## config.mk

```make
export PLATFORM = sky130hd
export DESIGN_NAME = swld_ctrl
export DESIGN_NICKNAME = d
export VERILOG_FILES = /design/src/rtl/swld_pkg.sv /design/src/rtl/swld_ctrl.sv
export VERILOG_INCLUDE_DIRS = /design/src /design/src/rtl
export SDC_FILE = /design/constraint.sdc
export NUM_CORES = 1
export LEC_CHECK = 0
export BUFFER_PORTS_ARGS = -buffer_cell sky130_fd_sc_hd__buf_2
export CORE_UTILIZATION = 35
export CTS_CLUSTER_DIAMETER = 200
export DETAILED_ROUTE_END_ITERATION = 8
export PLACE_DENSITY_LB_ADDON = 0.1
export SLEW_MARGIN = 20
export SYNTH_ARGS = -nofsm -noshare
export SYNTH_HDL_FRONTEND = slang
export SYNTH_SLANG_ARGS = --single-unit
export TNS_END_PERCENT = 30
```

## constraint.sdc

```tcl
create_clock -name aclk -period 3.23 [get_ports aclk]
set_input_delay 0.1615 -clock aclk [delete_from_list [all_inputs] [get_ports aclk]]
set_output_delay 0.1615 -clock aclk [all_outputs]
set_load 0.01 [all_outputs]
```

## src/rtl/sync_word_length_deframer_macros.svh

```systemverilog
// Assertion macros for the sync word length deframer.
// Included by the RTL files that carry concurrent checks; no other dependencies.
`ifndef SYNC_WORD_LENGTH_DEFRAMER_MACROS_SVH
`define SYNC_WORD_LENGTH_DEFRAMER_MACROS_SVH

// Check a condition at every clock edge outside reset.
`define SWLD_ASSERT_ALWAYS(lbl, clk, rstn, cond, msg) \
    lbl: assert property (@(posedge clk) disable iff (!rstn) (cond)) else $error(msg);

// Check that a condition holds in the cycle after a trigger.
`define SWLD_ASSERT_NEXT(lbl, clk, rstn, trig, cond, msg) \
    lbl: assert property (@(posedge clk) disable iff (!rstn) (trig) |=> (cond)) else $error(msg);

`endif

```

## src/rtl/swld_pkg.sv

```systemverilog
// Shared types and constants for the sync word length deframer.
// No dependencies; imported by every module of the block.
`default_nettype none

package swld_pkg;

    localparam int BUFFER_BYTES = 2048;
    localparam int HEADER_BYTES = 8;
    localparam int CRC_BYTES    = 4;
    localparam int ADDR_W       = $clog2(BUFFER_BYTES);
    localparam int CNT_W        = 12;
    localparam int IDX_W        = 11;
    localparam int MAXLEN_W     = 11;
    localparam int LEN_HI_POS   = 5;
    localparam int LEN_LO_POS   = 6;
    localparam int SYNC_BYTES   = 4;

    localparam logic [MAXLEN_W-1:0] MAX_PAYLOAD_RESET = 11'd2036;

    localparam logic [7:0] SYNC_B0 = 8'h4D;  // 'M'
    localparam logic [7:0] SYNC_B1 = 8'h46;  // 'F'
    localparam logic [7:0] SYNC_B2 = 8'h50;  // 'P'
    localparam logic [7:0] SYNC_B3 = 8'h31;  // '1'

    typedef enum logic [2:0] {
        EV_READ     = 3'd0,
        EV_STORED   = 3'd1,
        EV_SYNC     = 3'd2,
        EV_LENERR   = 3'd3,
        EV_OVERFLOW = 3'd4,
        EV_DONE     = 3'd5
    } evt_code_t;

    typedef struct packed {
        logic              wr_en;
        logic [ADDR_W-1:0] wr_addr;
        logic [7:0]        wr_data;
        logic              rd_en;
        logic [ADDR_W-1:0] rd_addr;
    } mem_req_t;

    typedef struct packed {
        evt_code_t        evt;
        logic [CNT_W-1:0] len;
        logic             rd_hit;
    } beat_res_t;

    function automatic logic [7:0] sync_byte(input logic [1:0] pos);
        logic [7:0] b;
        unique case (pos)
            2'd0: b = SYNC_B0;
            2'd1: b = SYNC_B1;
            2'd2: b = SYNC_B2;
            2'd3: b = SYNC_B3;
        endcase
        return b;
    endfunction

endpackage

`default_nettype wire

```

## src/rtl/swld_ctrl.sv

```systemverilog
// Deframer control: sync hunt, byte counter, length parse and buffer requests.
// Depends on swld_pkg and the assertion macro header.
`default_nettype none
`include "sync_word_length_deframer_macros.svh"

module swld_ctrl
    import swld_pkg::*;
(
    input  wire logic                aclk,
    input  wire logic                aresetn,
    input  wire logic                cfg_wr_en,
    input  wire logic [MAXLEN_W-1:0] cfg_wr_data,
    input  wire logic                accept,
    input  wire logic                cmd,
    input  wire logic [7:0]          rx_byte,
    input  wire logic [IDX_W-1:0]    read_index,
    output mem_req_t                 req,
    output beat_res_t                res
);

    logic [MAXLEN_W-1:0] max_payload_reg;
    logic [CNT_W-1:0]    count_reg, count_next;
    logic [CNT_W-1:0]    expect_reg, expect_next;
    logic [7:0]          len_hi_reg, len_lo_reg;

    logic [CNT_W-1:0] count_inc;
    logic [15:0]      payload;
    logic             sync_miss;

    always_ff @(posedge aclk) begin
        if (!aresetn) begin
            max_payload_reg <= MAX_PAYLOAD_RESET;
            count_reg       <= '0;
            expect_reg      <= '0;
        end else begin
            if (cfg_wr_en) begin
                max_payload_reg <= cfg_wr_data;
            end
            if (accept) begin
                count_reg  <= count_next;
                expect_reg <= expect_next;
            end
        end
    end

    // shadow the length bytes as they are written
    always_ff @(posedge aclk) begin
        if (req.wr_en && (count_reg == CNT_W'(LEN_HI_POS)) && !sync_miss) begin
            len_hi_reg <= rx_byte;
        end
        if (req.wr_en && (count_reg == CNT_W'(LEN_LO_POS)) && !sync_miss) begin
            len_lo_reg <= rx_byte;
        end
    end

    assign count_inc = count_reg + CNT_W'(1);
    assign payload   = {len_hi_reg, len_lo_reg};
    assign sync_miss = (count_reg < CNT_W'(SYNC_BYTES))
                       && (rx_byte != sync_byte(count_reg[1:0]));

    always_comb begin
        count_next  = count_reg;
        expect_next = expect_reg;
        req         = '0;
        res.evt     = EV_STORED;
        res.len     = '0;
        res.rd_hit  = 1'b0;

        if (accept) begin
            if (cmd) begin
                res.evt     = EV_READ;
                res.rd_hit  = (32'(read_index) < BUFFER_BYTES);
                req.rd_en   = 1'b1;
                req.rd_addr = ADDR_W'(read_index);
            end else if (sync_miss) begin
                res.evt     = EV_SYNC;
                expect_next = '0;
                if (rx_byte == SYNC_B0) begin
                    req.wr_en   = 1'b1;
                    req.wr_addr = '0;
                    req.wr_data = rx_byte;
                    count_next  = CNT_W'(1);
                end else begin
                    count_next = '0;
                end
            end else if (32'(count_reg) >= BUFFER_BYTES) begin
                res.evt     = EV_OVERFLOW;
                count_next  = '0;
                expect_next = '0;
            end else begin
                req.wr_en   = 1'b1;
                req.wr_addr = ADDR_W'(count_reg);
                req.wr_data = rx_byte;
                count_next  = count_inc;
                if (count_inc == CNT_W'(HEADER_BYTES)) begin
                    if ((payload == 16'd0) || (payload > 16'(max_payload_reg))) begin
                        res.evt     = EV_LENERR;
                        count_next  = '0;
                        expect_next = '0;
                    end else begin
                        expect_next = CNT_W'(HEADER_BYTES + CRC_BYTES)
                                      + CNT_W'(payload[MAXLEN_W-1:0]);
                    end
                end
                if ((res.evt == EV_STORED) && (expect_next != '0)
                    && (count_inc == expect_next)) begin
                    res.evt     = EV_DONE;
                    res.len     = count_inc;
                    count_next  = '0;
                    expect_next = '0;
                end
            end
        end
    end

    `SWLD_ASSERT_ALWAYS(a_count_bound, aclk, aresetn, 32'(count_reg) <= BUFFER_BYTES, "count past buffer")
    `SWLD_ASSERT_ALWAYS(a_expect_span, aclk, aresetn, (expect_reg == '0) || ((count_reg >= CNT_W'(HEADER_BYTES)) && (count_reg < expect_reg)), "expected total out of step with count")
    `SWLD_ASSERT_NEXT(a_done_clears, aclk, aresetn, accept && (res.evt == EV_DONE), (count_reg == '0) && (expect_reg == '0), "counters not cleared after frame")

endmodule

`default_nettype wire

```

==> key figures, run 1 <==
Placed design
  – HPWL after detailed placement: about 11000 um
  – Placer congestion estimate: around 0.91
  – Count of port buffers added during placement: 82
  – Placed Instances: 756

Synth
  – Total number of yosys warnings: 0
  – Number of enable flip-flop cells after synthesis: 16
  – Share of async-settable or async-resettable flops after synthesis: 0
  – Fraction of post-synthesis cell area in the top cell type by area: 0.1831
  – Commonest cells post-synth: 41 x nor2_1, 35 x dfxtp_1, 34 x nand2_1, 25 x inv_1, 19 x and2_1
  – Mapped Area: 3827 um^2
  – Leading post-synthesis cells by cell area: dfxtp_1 18%, edfxtp_1 13%, ha_1 5.9%
  – Leading register cell type out of synthesis: dfxtp_1
  – Dominant cell by count in the synthesized netlist: nor2_1
  – Number of nets produced by synthesis: 510
  – Synth Area per Inst: 8.375 um^2
  – Cell accounting for the most synthesized area: dfxtp_1
  – Synth Instances: 457
  – Synth unique cells: 70
  – Number of register bits inferred by synthesis: 51
  – Portion of the post-synthesis area used by sequential elements: 0.3086

Die
  – Die width: around 110 um
  – Core Box Area: between 10000 and 15000 um^2
  – Total Die Area: 11360 um^2
  – Die Height: 106.6 um
  – IO Pins: 83
  – FP Rows: 37
  – Starting Density: 0.3658

Worst setup path
  – R2R Setup Slk: -0.27 ns
  – Critical R2R Capture: expect_reg[2]
  – Category of the worst setup path capture point: primary output
  – Setup CP Type: register to primary output
  – Crit path arrival time: 3.42 ns
  – Worst-case reg-to-reg path depth: 12
  – Startpoint kind of the worst setup timing path: register
  – Critical Path RT: between 3 and 4 ns
  – Top fanout value on the critical path: 4
  – Start of the worst register-to-register path: len_hi_reg[5]

Global route
  – Via count of the first global-routing pass: 4033
  – Pin count of the biggest net entering global routing: 30
  – Total routing resource utilization after global routing: 0.2427
  – Global-route congestion overflow total: 0
  – Initial antenna violation count: 0
  – Global-route wire length before repair: 21200 um

Timing
  – Worst Max-Slew Pin Slew: approximately 0.69 ns
  – Slew Limit Headroom: 0.5377
  – Setup Viol. Count Final: 36
  – Post-route setup TNS: -7.657 ns
  – Minimum clock period: 3.586 ns
  – Maximum operating frequency: 278.9 MHz
  – RSZ-0062 raised after global routing: yes
  – Post-route clock skew: 0.01873 ns
  – Total count of max-transition violations in the final report: 0
  – Final critical-path setup slack: -0.3560 ns
  – Final critical-path share of the clock period: 1.110
  – Final Hold Fails: 0

Power and ir drop
  – PD cells: between 200 and 250 nW/um^2
  – Pwr Total: 1.265 mW
  – Largest voltage drop on the vdd net: ~0.15 mV
  – P_leak: 2.496 nW

Layout
  – # nets final: 698
  – Fillers: 1049
  – Area of all sequential standard cells: 1195 um^2
  – Utilization of the core after routing: 0.5342
  – Multi-input gate area: 2640 um^2
  – Count of inserted antenna diode cells: 0
  – Area growth, synth to finish: 46.03%
  – Layout cell share with drive strength beyond 1: 0.4118
  – Number of non-filler instances in the completed layout: 782

Route
  – DRC Markers: 0
  – Router iterations before antenna repair: 5
  – Average wire per cell in the routed design: 17.35 um
  – Via count: approximately 4200
  – DRC marker count from the first detailed-route iteration: 225
  – Remaining antenna violation count after routing: 0
  – Via-per-instance ratio: 5.379
  – Total detailed-routing wirelength: 13570 um

Clock tree
  – CTS Root Buffer Type: clkbuf_8
  – CTS Buffer Depth: 2
  – Worst-Skew Late Latency: 0.32 ns
  – Number of sinks handled by clock tree synthesis: 51
  – Worst-path clk slew: 0.11 ns
  – Num CTS Buffers: 5
  – CTS tree: yes
  – H-tree depth: 2

Run status
  – Violations in the final reports: negative setup slack
  – Status: complete, but fails checks

Hold path
  – Class of the tightest hold or removal check: input port to register
  – Worst min-delay path startpoint: cfg_wr_data[5]
  – Worst hold path endpoint: max_payload_reg[5]
  – Min-Delay Path Depth: 3

Job
  – Max-Cap Viols: 0
[worst max-delay path, stage by stage, from the launching register on]
cell and delay, ns:
dfxtp_2 0.36, buf_4 0.11, nand4_1 0.18, buf_4 0.20, o21a_1 0.20, o211ai_4 0.22, buf_4 0.15, nor3_1 0.04
buf_4 0.17, buf_4 0.14, nor3_1 0.29, a41oi_2 0.09, buf_4 0.17, nor4_4 0.30, buf_4 0.18, a21oi_2 0.05
nor2_1 0.11, buf_2 0.13
[cells in the final DEF, fill, tap and decap left out, drive strengths merged, types with 3 or more instances in the layout]
cell type,instances
and2,19
edfxtp,16
ha,18
o211ai,18
a2111oi,3
a211oi,4
nand3,12
dfxtp,35
o21ai,18
nor4,9
nor2,41
nor2b,7
a21boi,9
and3,16
mux2i,4
o21a,3
nor3,15
o31a,3
xnor2,15
o2111ai,6
o2bb2ai,9
xor2,10
nor3b,3
nand4,10
and4,4
buf,210
o31ai,8
nand2,34
a21oi,13
inv,27
or3,4
clkbuf,5
nand2b,3
[kinds of logic (layout without fill, tap and decap cells)]
family                   after synthesis  after routing  synth area share
AO/OA/AOI/OAI                        119            120            0.2436
adder cells (fa/ha/maj)               18             18           0.05884
XOR/XNOR                              25             25           0.05721
flip-flops                            51             51            0.3086
multiplexers                           4              4           0.01046
buffers and inverters                 55            243           0.06505
AND/OR/NAND/NOR                      185            185            0.2563
[layout make-up]
class	instances	area share
Inverter	25	0.01679
Timing Repair Buffer	210	0.2494
Tap cell	136	0.03045
Multi-Input combinational cell	352	0.4724
Clock buffer	5	0.01231
Sequential cell	51	0.2138
Clock inverter	3	0.004925
[stage by stage]
| step | setup slack (ns) | hold WS (ns) | area (um^2) |
|---|---|---|---|
| 3_5_place_dp | -0.2997 | 0.3838 | 5125 |
| 2_1_floorplan | -0.07886 | 0.2604 | 3864 |
| 4_1_cts | -0.3344 | 0.05093 | 5458 |
| 5_1_grt | -0.5203 | 0.04598 | 5589 |
| 6_report | -0.3560 | 0.05854 | 5589 |
| 3_3_place_gp | -0.2847 | 0.3788 | 5125 |
[metal layers]
metal | vias up | GRT usage | wire, um
met2 | 127 | 0.4000 | 6337
met4 | 0 | 0.07632 | 315
met5 | - | 0 | 0
met1 | 1996 | 0.3263 | 6231
met3 | 22 | 0.03465 | 680
li1 | 2061 | - | -
[report_power, final]
group	switching, mW	internal (mW)
Clock	0.247	0.161
Sequential	0.00558	0.669
Combinational	0.103	0.0794
[timing repair]
action                                  CTS  global route
hold buffers                              0             0
endpoints found under the setup margin   37            50
pin swaps                                24            14
buffers inserted                         11             5
gates cloned                              1             1
gates resized for setup                  34            21
[worst max-delay path by stage]
stage / cells past startpoint / slack, ns / to / from
after floorplan: 14 / -0.08 / count_reg[10] / count_reg[1]
after global placement: 12 / -0.28 / res[12] / len_hi_reg[2]
after detailed placement: 11 / -0.30 / res[12] / len_hi_reg[5]
after CTS: 13 / -0.33 / res[3] / len_lo_reg[5]
after global routing: 13 / -0.52 / res[12] / len_hi_reg[1]
final: 17 / -0.36 / res[15] / count_reg[6]
Note: power is estimated with default switching activity, not from simulation.
==> inputs of run 2 (changes only) <==
--- a/config.mk
+++ b/config.mk
@@ -7,6 +7,7 @@
 export NUM_CORES = 1
 export LEC_CHECK = 0
 export BUFFER_PORTS_ARGS = -buffer_cell sky130_fd_sc_hd__buf_2
+export CORE_MARGIN = 8
 export CORE_UTILIZATION = 35
 export CTS_CLUSTER_DIAMETER = 200
 export DETAILED_ROUTE_END_ITERATION = 8
==> run 2 against run 1 <==
Net effect:
- the flow still finishes with violations (negative setup slack)
- sequential power about the same
- highest routed layer unchanged
- critical path type unchanged
- cell area up 0.83%
- non-clock buffer count down 9
- combinational power up 4%
- critical endpoint is now res[8]
==> key figures, run 2 (synthesis gave the netlist of run 1 again) <==
Timing
  – Worst Max-Slew Pin Slew: 0.6850 ns (-0.003826 ns)
  – Minimum clock period: 3.588 ns (+0.001880 ns)
  – Total count of max-transition violations in the final report: 0 (unchanged)
  – RSZ-0062 raised after global routing: yes
  – Final Hold Fails: 0 (unchanged)
  – Final critical-path share of the clock period: 1.111 (about the same)
  – Final critical-path setup slack: -0.3578 ns (-0.001880 ns)
  – Maximum operating frequency: 278.7 MHz (about the same)
  – Worst hold margin: 0.04466 ns (-0.01388 ns)
  – Setup Viol. Count Final: 34 (-5.6%)
  – Post-route clock skew: 0.01250 ns (-0.006232 ns)
  – Slew Limit Headroom: 0.5401 (+0.002350)
  – Post-route setup TNS: -6.427 ns (+1.230 ns)

Clock tree
  – CTS Root Buffer Type: clkbuf_8
  – H-tree depth: 2 (unchanged)
  – Worst-path clk slew: 0.10 ns (about the same)
  – CTS tree: yes
  – Number of sinks handled by clock tree synthesis: 51 (unchanged)
  – Worst-Skew Late Latency: 0.33 ns (about the same)
  – CTS Buffer Depth: 2 (unchanged)
  – Num CTS Buffers: 5 (unchanged)

Worst setup path
  – Kind of cell adding the most delay to the critical path: compound AO/OA/AOI/OAI gates
  – Critical Path RT: 3.07 ns (about the same)
  – Critical path's largest stage delay: 0.52 ns (+0.16 ns)
  – Category of the worst setup path capture point: primary output
  – Setup CP Type: register to primary output
  – Library cell contributing the largest single delay on the critical path: o41a_4
  – Startpoint kind of the worst setup timing path: register
  – Critical path buffers and inverters: 4 (-4)
  – Crit path arrival time: 3.43 ns (about the same)
  – Top fanout value on the critical path: 6 (+2)
  – Critical-path cell list: ha_1 -> a211oi_2 -> nor2_1 -> o41a_4 -> buf_4 -> nor3_2 -> a41oi_2 -> nor4_4 -> buf_4 -> nand3_2 -> buf_2 -> nor2_1 -> buf_2

Route
  – Average wire per cell in the routed design: 18.41 um (+6.1%)
  – Via-per-instance ratio: 5.393 (+0.26%)
  – Via count: 4190 (-0.38%)
  – Router iterations before antenna repair: 4 (-1)
  – DRC Markers: 0 (unchanged)
  – DRC marker count from the first detailed-route iteration: 208 (-7.6%)
  – Total detailed-routing wirelength: 14300 um (+5.4%)
  – Remaining antenna violation count after routing: 0 (unchanged)

Layout
  – Most common cell after layout, fill and taps aside: buf_4
  – Utilization of the core after routing: 0.5245 (-0.009749)
  – Count of inserted antenna diode cells: 0 (unchanged)
  – Fillers: 1077 (+2.7%)
  – Most frequent cells in the layout: 112 x buf_4, 81 x buf_2, 36 x nor2_1
  – Layout cell share with drive strength beyond 1: 0.4254 (+0.01367)
  – Design Area, Final: 5635 um^2 (+0.83%)
  – Area growth, synth to finish: 47.24%
  – # nets final: 689 (-1.3%)
  – Number of non-filler instances in the completed layout: 777 (-0.64%)

Global route
  – Global-route wire length before repair: 22330 um (+5.3%)
  – Initial antenna violation count: 0 (unchanged)
  – Via count of the first global-routing pass: 4265 (+5.8%)
  – Total routing resource utilization after global routing: 0.1946 (-0.04809)
  – Pin count of the biggest net entering global routing: 30 (unchanged)
  – Global-route congestion overflow total: 0 (unchanged)

Die
  – Starting Density: 0.3562 (-0.009627)
  – FP Rows: 38 (+2.7%)
  – IO Pins: 83 (unchanged)
  – Die Height: 120.6 um (+13%)
  – Total Die Area: 14540 um^2 (+28%)
  – Core Box Area: 10750 um^2 (+2.7%)
  – Die width: 120.6 um (+13%)

Job
  – Max-Cap Viols: 0 (unchanged)

Placed design
  – Count of port buffers added during placement: 82 (unchanged)
  – DP Area: 5077 um^2 (-0.93%)
  – HPWL after detailed placement: 11380 um (+3.7%)
  – Placer congestion estimate: 0.9296 (+2.4%)
  – Post-place setup slack: -0.3134 ns (-0.01373 ns)
  – Placed Instances: 753 (-0.40%)

Power and ir drop
  – Largest voltage drop on the vdd net: 0.1689 mV (+15%)
  – Pwr Total: 1.264 mW (-0.11%)
  – PD cells: 224.2 nW/um^2 (-0.93%)
  – P_leak: 2.447 nW (-2.0%)

Run status
  – Status: complete, but fails checks
  – Violations in the final reports: negative setup slack

Hold path
  – Class of the tightest hold or removal check: input port to register
==> run 2: changes by cell type in the layout (fill, tap and decap cells not counted), sizes merged <==
| cell | delta |
|---|---|
| buf | -9 |
| clkinv | +1 |
| clkinvlp | -1 |
==> run 2: cell type report <==
cell class | count | area (um^2) | area share
clock buffers | 5 | 68.82 | 0.01221
clock inverters | 3 | 26.28 | 0.004663
inverters | 25 | 93.84 | 0.01665
multi-input cells | 352 | 2726 | 0.4838
flip-flops and latches | 51 | 1196 | 0.2123
well taps | 140 | 175.2 | 0.03108
repair buffers | 201 | 1349 | 0.2393
==> run 2: what timing repair did <==
| action | in CTS | in global routing |
|---|---|---|
| hold endpoints to repair | 0 | 0 |
| endpoints found under the setup margin | 41 | 69 |
| setup buffers | 4 | 10 |
| gates cloned | 0 | 2 |
| hold buffers | 0 | 0 |
| pin swaps | 12 | 16 |
| resized for setup | 16 | 64 |
==> run 2: worst paths after layout <==
path / startpoint / end / slack [ns] / depth (start not counted)
worst max-delay path: len_lo_reg[5] / res[8] / -0.36 / 13
worst min-delay path: cfg_wr_data[5] / max_payload_reg[5] / 0.04 / 3
worst max register to register: count_reg[6] / expect_reg[3] / -0.21 / 12
worst min register to register: max_payload_reg[6] / max_payload_reg[6] / 0.50 / 2
==> run 2: per-layer routing <==
layer / wire (um) / vias to the layer above / GRT usage
met5: 0 / - / 0
met4: 212 / 0 / 0.05621
met3: 533 / 15 / 0.04196
met2: 7016 / 92 / 0.3328
met1: 6541 / 2028 / 0.2404
li1: - / 2055 / -
==> run 2: power by group <==
part / internal [mW] / switching, mW / leakage (nW)
registers: 0.668 / 0.00450 / 0.433
clock network: 0.160 / 0.240 / 0.0491
logic: 0.0822 / 0.109 / 1.96
==> run 2: worst register-to-register path, cell delays in order, from the launching register on <==
cell	delay, ns
dfxtp_4	0.38
buf_4	0.10
nand4_1	0.21
nor4b_4	0.36
o211ai_4	0.10
or3_4	0.43
buf_4	0.16
o31ai_4	0.26
xnor2_2	0.16
or4_4	0.59
buf_12	0.17
o211ai_1	0.19
a21bo_2	0.23
